==> config.mk <==
export PLATFORM = sky130hd
export DESIGN_NAME = least_loaded_task_dispatcher
export DESIGN_NICKNAME = d
export VERILOG_FILES = /design/src/rtl/lltd_pkg.sv /design/src/rtl/lltd_ram.sv /design/src/rtl/least_loaded_task_dispatcher.sv
export SDC_FILE = /design/constraint.sdc
export NUM_CORES = 1
export LEC_CHECK = 0
export BUFFER_PORTS_ARGS = -buffer_cell sky130_fd_sc_hd__buf_2
export CAP_MARGIN = 20
export CORE_UTILIZATION = 60
export DETAILED_ROUTE_END_ITERATION = 6
export GPL_TIMING_DRIVEN = 0
export PLACE_DENSITY = 0.87
export SYNTH_ARGS = -nofsm -noshare
export SYNTH_HDL_FRONTEND = slang
export SYNTH_SLANG_ARGS = --single-unit
==> constraint.sdc <==
create_clock -name clk -period 5.5 [get_ports clk]
set_clock_uncertainty 0.2 [all_clocks]
set_input_delay 0.275 -clock clk [delete_from_list [all_inputs] [get_ports clk]]
set_output_delay 0.275 -clock clk [all_outputs]
set_load 0.05 [all_outputs]
==> src/rtl/lltd_pkg.sv <==
package lltd_pkg;

    localparam logic [1:0] REQ_NEW_TASK  = 2'd0;
    localparam logic [1:0] REQ_RESULT    = 2'd1;
    localparam logic [1:0] REQ_TERM_START = 2'd2;
    localparam logic [1:0] REQ_TERM_CONF = 2'd3;

    localparam logic [2:0] STS_OK          = 3'd0;
    localparam logic [2:0] STS_REFUSED     = 3'd1;
    localparam logic [2:0] STS_BAD_WORKER  = 3'd2;
    localparam logic [2:0] STS_UNDERFLOW   = 3'd3;
    localparam logic [2:0] STS_COUNT_FULL  = 3'd4;
    localparam logic [2:0] STS_UNEXP_CONF  = 3'd5;

    localparam logic [19:0] TOTAL_MAX = 20'hFFFFF;

    typedef struct packed {
        logic [1:0] req_type;
        logic [4:0] worker_id;
    } lltd_req_t;

    typedef struct packed {
        logic [2:0]  status;
        logic [4:0]  chosen_worker;
        logic [19:0] total_outstanding;
        logic [4:0]  terminations_left;
        logic        any_in_progress;
    } lltd_rsp_t;

endpackage

==> src/rtl/lltd_ram.sv <==
module lltd_ram
#(
    parameter int WIDTH = 16,
    parameter int DEPTH = 16
)
(
    input  logic                     clk,
    input  logic                     we,
    input  logic [$clog2(DEPTH)-1:0] waddr,
    input  logic [WIDTH-1:0]         wdata,
    input  logic [$clog2(DEPTH)-1:0] raddr,
    output logic [WIDTH-1:0]         rdata
);

    logic [WIDTH-1:0] mem [DEPTH];
    logic [WIDTH-1:0] rdata_reg;

    always_ff @(posedge clk)
    begin
        if (we)
        begin
            mem[waddr] <= wdata;
        end
        rdata_reg <= mem[raddr];
    end

    assign rdata = rdata_reg;

endmodule

==> src/rtl/least_loaded_task_dispatcher.sv <==
// A new-task transaction reads the count of each of the N workers in use in S_SCAN, then
// passes S_WAIT to S_DECIDE; a result report reads its one count the same way. A refused
// new task and other requests go straight to S_DECIDE, which fills the result register.
// Requests wait until the last is done; the single read port scans one count per cycle.
// Reset clears the control state at once; entries never written read as zero through
// per-entry valid flags, so no clearing pass is needed and a request may enter right away.
module least_loaded_task_dispatcher
    import lltd_pkg::*;
#(
    parameter int MAX_WORKERS = 16,
    parameter int LOAD_BITS   = 16
)
(
    input  logic      clk,
    input  logic      rst_n,
    input  logic      req_valid,
    output logic      req_stall,
    input  lltd_req_t req,
    output logic      rsp_valid,
    input  logic      rsp_stall,
    output lltd_rsp_t rsp,
    input  logic      cfg_we,
    input  logic [4:0] cfg_wdata
);

    localparam int IDX_W = $clog2(MAX_WORKERS);
    localparam logic [4:0] N_CAP = (MAX_WORKERS > 31) ? 5'd31 : 5'(MAX_WORKERS);
    localparam logic [LOAD_BITS-1:0] LOAD_MAX = {LOAD_BITS{1'b1}};

    localparam logic [1:0] S_IDLE   = 2'd0;
    localparam logic [1:0] S_SCAN   = 2'd1;
    localparam logic [1:0] S_WAIT   = 2'd2;
    localparam logic [1:0] S_DECIDE = 2'd3;

    logic [1:0]           state_reg, state_next;
    logic [4:0]           cfg_reg;
    logic [4:0]           n_eff;
    logic [1:0]           req_type_reg, req_type_next;
    logic                 bad_reg, bad_next;
    logic [4:0]           n_reg, n_next;
    logic [4:0]           rd_idx_reg, rd_idx_next;
    logic [4:0]           cmp_idx_reg, cmp_idx_next;
    logic                 rd_pending_reg, rd_pending_next;
    logic                 rd_valid_reg;
    logic                 first_reg, first_next;
    logic [4:0]           best_reg, best_next;
    logic [LOAD_BITS-1:0] best_load_reg, best_load_next;
    logic [19:0]          load_total_reg, load_total_next;
    logic                 terminating_reg, terminating_next;
    logic [4:0]           pending_reg, pending_next;
    logic [MAX_WORKERS-1:0] valid_reg;
    logic                 rsp_valid_reg, rsp_valid_next;
    lltd_rsp_t            rsp_reg, rsp_next;
    logic                 out_free;
    logic                 ram_we;
    logic [IDX_W-1:0]     ram_waddr;
    logic [IDX_W-1:0]     ram_raddr;
    logic [LOAD_BITS-1:0] ram_wdata;
    logic [LOAD_BITS-1:0] ram_rdata;
    logic [LOAD_BITS-1:0] load_seen;
    logic [2:0]           sts;
    logic [4:0]           chosen;

    lltd_ram #(
        .WIDTH (LOAD_BITS),
        .DEPTH (MAX_WORKERS)
    ) u_load_ram (
        .clk   (clk),
        .we    (ram_we),
        .waddr (ram_waddr),
        .wdata (ram_wdata),
        .raddr (ram_raddr),
        .rdata (ram_rdata)
    );

    assign n_eff = (cfg_reg == 5'd0) ? 5'd1 : ((cfg_reg > N_CAP) ? N_CAP : cfg_reg);
    assign out_free = !rsp_valid_reg || !rsp_stall;
    assign load_seen = rd_valid_reg ? ram_rdata : '0;
    assign ram_raddr = IDX_W'(rd_idx_reg);
    assign ram_waddr = IDX_W'(best_reg);

    assign req_stall = (state_reg != S_IDLE);
    assign rsp_valid = rsp_valid_reg;
    assign rsp = rsp_reg;

    always_comb
    begin
        state_next       = state_reg;
        req_type_next    = req_type_reg;
        bad_next         = bad_reg;
        n_next           = n_reg;
        rd_idx_next      = rd_idx_reg;
        cmp_idx_next     = cmp_idx_reg;
        rd_pending_next  = 1'b0;
        first_next       = first_reg;
        best_next        = best_reg;
        best_load_next   = best_load_reg;
        load_total_next  = load_total_reg;
        terminating_next = terminating_reg;
        pending_next     = pending_reg;
        rsp_valid_next   = rsp_valid_reg && rsp_stall;
        rsp_next         = rsp_reg;
        ram_we           = 1'b0;
        ram_wdata        = '0;
        sts              = STS_OK;
        chosen           = 5'd0;

        if (rd_pending_reg && (first_reg || (load_seen < best_load_reg)))
        begin
            best_load_next = load_seen;
            best_next      = cmp_idx_reg;
            first_next     = 1'b0;
        end

        unique case (state_reg)
            S_IDLE:
            begin
                if (req_valid)
                begin
                    req_type_next = req.req_type;
                    n_next        = n_eff;
                    bad_next      = (req.worker_id == 5'd0) || (req.worker_id > n_eff);
                    first_next    = 1'b1;
                    state_next    = S_DECIDE;
                    if (req.req_type == REQ_NEW_TASK && !terminating_reg)
                    begin
                        rd_idx_next = 5'd0;
                        state_next  = S_SCAN;
                    end
                    else if (req.req_type == REQ_RESULT && !bad_next)
                    begin
                        rd_idx_next = req.worker_id - 5'd1;
                        state_next  = S_SCAN;
                    end
                end
            end
            S_SCAN:
            begin
                rd_pending_next = 1'b1;
                cmp_idx_next    = rd_idx_reg;
                if (req_type_reg == REQ_RESULT || rd_idx_reg == n_reg - 5'd1)
                begin
                    state_next = S_WAIT;
                end
                else
                begin
                    rd_idx_next = rd_idx_reg + 5'd1;
                end
            end
            S_WAIT:
            begin
                state_next = S_DECIDE;
            end
            S_DECIDE:
            begin
                if (out_free)
                begin
                    unique case (req_type_reg)
                        REQ_NEW_TASK:
                        begin
                            if (terminating_reg)
                            begin
                                sts = STS_REFUSED;
                            end
                            else if (best_load_reg == LOAD_MAX || load_total_reg == TOTAL_MAX)
                            begin
                                sts = STS_COUNT_FULL;
                            end
                            else
                            begin
                                ram_we          = 1'b1;
                                ram_wdata       = best_load_reg + LOAD_BITS'(1);
                                load_total_next = load_total_reg + 20'd1;
                                chosen          = best_reg + 5'd1;
                            end
                        end
                        REQ_RESULT:
                        begin
                            if (bad_reg)
                            begin
                                sts = STS_BAD_WORKER;
                            end
                            else if (best_load_reg == '0 || load_total_reg == 20'd0)
                            begin
                                sts = STS_UNDERFLOW;
                            end
                            else
                            begin
                                ram_we          = 1'b1;
                                ram_wdata       = best_load_reg - LOAD_BITS'(1);
                                load_total_next = load_total_reg - 20'd1;
                            end
                        end
                        REQ_TERM_START:
                        begin
                            terminating_next = 1'b1;
                            pending_next     = n_reg;
                        end
                        REQ_TERM_CONF:
                        begin
                            if (pending_reg == 5'd0)
                            begin
                                sts = STS_UNEXP_CONF;
                            end
                            else
                            begin
                                pending_next = pending_reg - 5'd1;
                            end
                        end
                    endcase
                    rsp_valid_next             = 1'b1;
                    rsp_next.status            = sts;
                    rsp_next.chosen_worker     = chosen;
                    rsp_next.total_outstanding = load_total_next;
                    rsp_next.terminations_left = pending_next;
                    rsp_next.any_in_progress   = (load_total_next != 20'd0)
                                                 || (pending_next != 5'd0);
                    state_next                 = S_IDLE;
                end
            end
        endcase
    end

    always_ff @(posedge clk or negedge rst_n)
    begin
        if (!rst_n)
        begin
            state_reg       <= S_IDLE;
            cfg_reg         <= 5'd16;
            rd_pending_reg  <= 1'b0;
            load_total_reg  <= 20'd0;
            terminating_reg <= 1'b0;
            pending_reg     <= 5'd0;
            valid_reg       <= '0;
            rsp_valid_reg   <= 1'b0;
        end
        else
        begin
            state_reg       <= state_next;
            rd_pending_reg  <= rd_pending_next;
            load_total_reg  <= load_total_next;
            terminating_reg <= terminating_next;
            pending_reg     <= pending_next;
            rsp_valid_reg   <= rsp_valid_next;
            if (cfg_we)
            begin
                cfg_reg <= cfg_wdata;
            end
            if (ram_we)
            begin
                valid_reg[ram_waddr] <= 1'b1;
            end
        end
    end

    always_ff @(posedge clk)
    begin
        req_type_reg  <= req_type_next;
        bad_reg       <= bad_next;
        n_reg         <= n_next;
        rd_idx_reg    <= rd_idx_next;
        cmp_idx_reg   <= cmp_idx_next;
        rd_valid_reg  <= valid_reg[ram_raddr];
        first_reg     <= first_next;
        best_reg      <= best_next;
        best_load_reg <= best_load_next;
        rsp_reg       <= rsp_next;
    end

    a_write_only_in_decide: assert property (@(posedge clk) disable iff (!rst_n)
        ram_we |-> (state_reg == S_DECIDE))
        else $error("Load memory written outside the decision step.");

    a_total_stable: assert property (@(posedge clk) disable iff (!rst_n)
        (state_reg != S_DECIDE) |=> $stable(load_total_reg))
        else $error("Total outstanding count changed outside the decision step.");

    a_scan_in_range: assert property (@(posedge clk) disable iff (!rst_n)
        (state_reg == S_SCAN && req_type_reg == REQ_NEW_TASK) |-> (rd_idx_reg < n_reg))
        else $error("Load scan ran past the last worker in use.");

    a_chosen_means_ok: assert property (@(posedge clk) disable iff (!rst_n)
        (rsp_valid && rsp.chosen_worker != 5'd0) |-> (rsp.status == STS_OK))
        else $error("A worker was reported as chosen on a failed transaction.");

endmodule
==> impl_metrics.tcl <==
set metrics [dict create \
    drt_iter0_drc 2229 \
    arrival_ns 4.91 \
    ios 53 \
    cts_resized 0 \
    io_buffers 52 \
    hold_viol_final 0 \
    drt-pass1-iter-count 7 \
    r2r-start "best_load_reg[0]" \
    htree_num_levels 2 \
    largest_reg_flops 256 \
    ys_warn_count 0 \
    max_stage_delay_ns 0.99 \
    fp.dieArea_sq_mm 0.0297 \
    hold_path_startpoint "req[3]" \
    final_common_cell "edfxtp_1" \
    drive_above_1_share_pct 21.7 \
    multiInputGateArea_sq_mm 0.00554 \
    cts.path.max_buffers 3 \
    path_class "register to register" \
    cts-buffers-inserted 40 \
    fmax_ghz 0.207 \
    seq_area_sq_mm 0.0115 \
    max_slew_margin_pct 12.5 \
    finalSetupViolCount 0 \
    worstPathBufferInverterCount 2 \
    dp.cells 1604 \
    path_clk_slew_ns 0.07 \
    power.leakage_uw 0.00728 \
    grt_pass1_wl_mm 75.8 \
    wirelength_mm 54.5 \
    power.total_uw 10600 \
    tightest_slew_ns 1.31 \
    synth.distinct_cells 63 \
    required_ns 5.59 \
    start_kind "register" \
    stdcell_area_sq_mm 0.0202 \
    cts-root-buf "clkbuf_16" \
    syn_inst 1150 \
    hp-class "input port to register" \
    fp.dieW_um 172 \
    via_per_inst 7.18 \
    path_common_cell "a31oi_1" \
    ant_nets 0 \
    grt_use_total_pct 36.2 \
    post_drt_wl_per_cell_um 31.9 \
    cts.sinks 398 \
    crit_chain "inv_1 > ha_1 > nor3b_1 > and4_1 > a31oi_1 > a31oi_1 > nor3_1 > nand2_1 > nor3_2 > buf_8" \
    post-dp-hpwl_mm 29.0 \
    crit_path_end_kind "register" \
    synth-edff-count 329 \
    ys_ff_latch 398 \
    start_util_pct 61.7 \
    post-cts-setup-buffers 0 \
    cpMaxStageDelayCell "nor3_2" \
    period_needed_ns 4.82 \
    syn_to_final_growth_pct 16.4 \
    cp_top_family "simple AND/OR/NAND/NOR gates" \
    status "completed" \
    drv_slew 0 \
    via_count 12267 \
    antenna_found_initial 0 \
    rows 61 \
    grt_max_degree 40 \
    synth_nets 1205 \
    tns_ns 0 \
    layout_common_cells "edfxtp_1, mux4_2, nand2_1, clkbuf_1, buf_2" \
    cts_tree "yes" \
    synth-main-ff-cell "edfxtp_1" \
    syn_area_per_cell_sq_um 15.1 \
    p_per_area_mw_per_mm2 525 \
    drc_errors 0 \
    grt_pass1_vias 11800 \
    peakVddDrop_mv 0.358 \
    core-area_sq_mm 0.0282 \
    ys_seq_area_share_pct 66.2 \
    gp_congestion 0.927 \
    clock_latency_ns 0.59 \
    diodes 0 \
    grt_overflow_total 0 \
    final_cells 1709 \
    drv_cap 0 \
    cp_max_fo 9 \
    nets 1356 \
    syn_area_sq_mm 0.0174 \
    dieHeight_um 172 \
    cts_hold_buf 19 \
    fillers 1558 \
    placed_cell_area_sq_mm 0.0186 \
    async_flop_share_pct 12.8 \
    rsz0062_at_grt "no" \
    finalCritPeriodShare_pct 87.6 \
    worstSetupStartpoint "best_load_reg[0]" \
]
-- final timing paths --
kind | end | slack (ns) | depth (start not counted)
worst min-delay path | rd_idx_reg[3] | 0.08 | 3
worst max-delay path | u_load_ram.mem[3][9] | 0.68 | 10
worst min register to register | best_reg[4] | 0.22 | 0
max in group asynchronous | load_total_reg[19] | 3.53 | 4
worst max register to register | u_load_ram.mem[3][9] | 0.68 | 10
min in group asynchronous | load_total_reg[14] | 0.49 | 3
-- per-layer routing --
| metal | routed length [um] | up-vias | global-route usage (%) |
|---|---|---|---|
| met5 | 0 | - | 0 |
| met4 | 4000 | 0 | 21.1 |
| met1 | 17400 | 5888 | 45.1 |
| li1 | - | 4769 | - |
| met2 | 25900 | 1287 | 59.1 |
| met3 | 7210 | 323 | 7.51 |
-- synthesized netlist by cell type, types with 4 or more instances --
cell	n	area, sq um
ha_1	38	475
nand2b_1	5	31.3
xor2_1	17	149
mux2_2	4	45.0
or2_2	20	125
o21a_1	5	37.5
buf_1	8	30.0
a21oi_1	22	110
nand2_1	80	300
a31oi_1	7	43.8
a211oi_1	9	67.6
o21ai_0	43	215
dfxtp_1	18	360
a32oi_1	4	35.0
mux4_2	85	1910
nor3b_1	4	30.0
a221oi_1	6	52.6
a21o_1	6	45.0
clkbuf_1	44	165
inv_1	52	195
dfrtp_1	50	1250
nor2b_1	5	31.3
or3_1	9	56.3
nor2_1	61	229
edfxtp_1	329	9880
nor3_1	37	185
nor4_1	16	100
o22ai_1	15	93.8
and3_1	6	37.5
a22oi_1	5	37.5
nand4_1	17	106
or4_4	5	56.3
xnor2_1	19	166
nand3_1	30	150
and4_1	4	35.0
and2_1	24	150
-- metrics by stage --
stage	hold slack (ns)	utilization (%)	setup slack (ns)
floorplan	-0.221	-	1.57
global placement	0.201	64.3	-0.101
detailed placement	0.0316	66.0	1.00
CTS	0.0242	71.3	0.933
global route	0.0673	71.8	0.591
finish	0.0823	71.8	0.680
-- power by group --
| group | switching [uW] | leakage, uW | total, uW | internal, uW |
|---|---|---|---|---|
| Combinational | 2280 | 0.00276 | 3580 | 1300 |
| Clock | 1280 | 0.000622 | 2840 | 1560 |
| Sequential | 347 | 0.00389 | 4210 | 3860 |
| Total | 3910 | 0.00728 | 10600 | 6720 |
-- cells by family after synthesis --
family                   Yosys count  share of synthesized area, %
multiplexers                      90                          11.3
buffers and inverters            107                          2.37
AO/OA/AOI/OAI                    144                          5.43
AND/OR/NAND/NOR                  337                          10.1
adder cells (fa/ha/maj)           38                          2.73
XOR/XNOR                          36                          1.81
flip-flops                       398                          66.2
-- tightest hold or removal path: cells and delay by family --
kind                   cells  cell delay, ns
AO/OA/AOI/OAI              1            0.16
buffers and inverters      1            0.15
XOR/XNOR                   1            0.11
-- layout make-up --
class                           count  share of cell area (%)
Sequential cell                   398                    56.9
Inverter                           52                   0.965
Tap cell                          378                    2.34
Buffer                             55                    1.08
Multi-Input combinational cell    645                    27.4
Clock inverter                     16                    1.18
Clock buffer                       56                    5.24
Timing Repair Buffer              109                    4.90
Note: power is estimated with default switching activity, not from simulation.
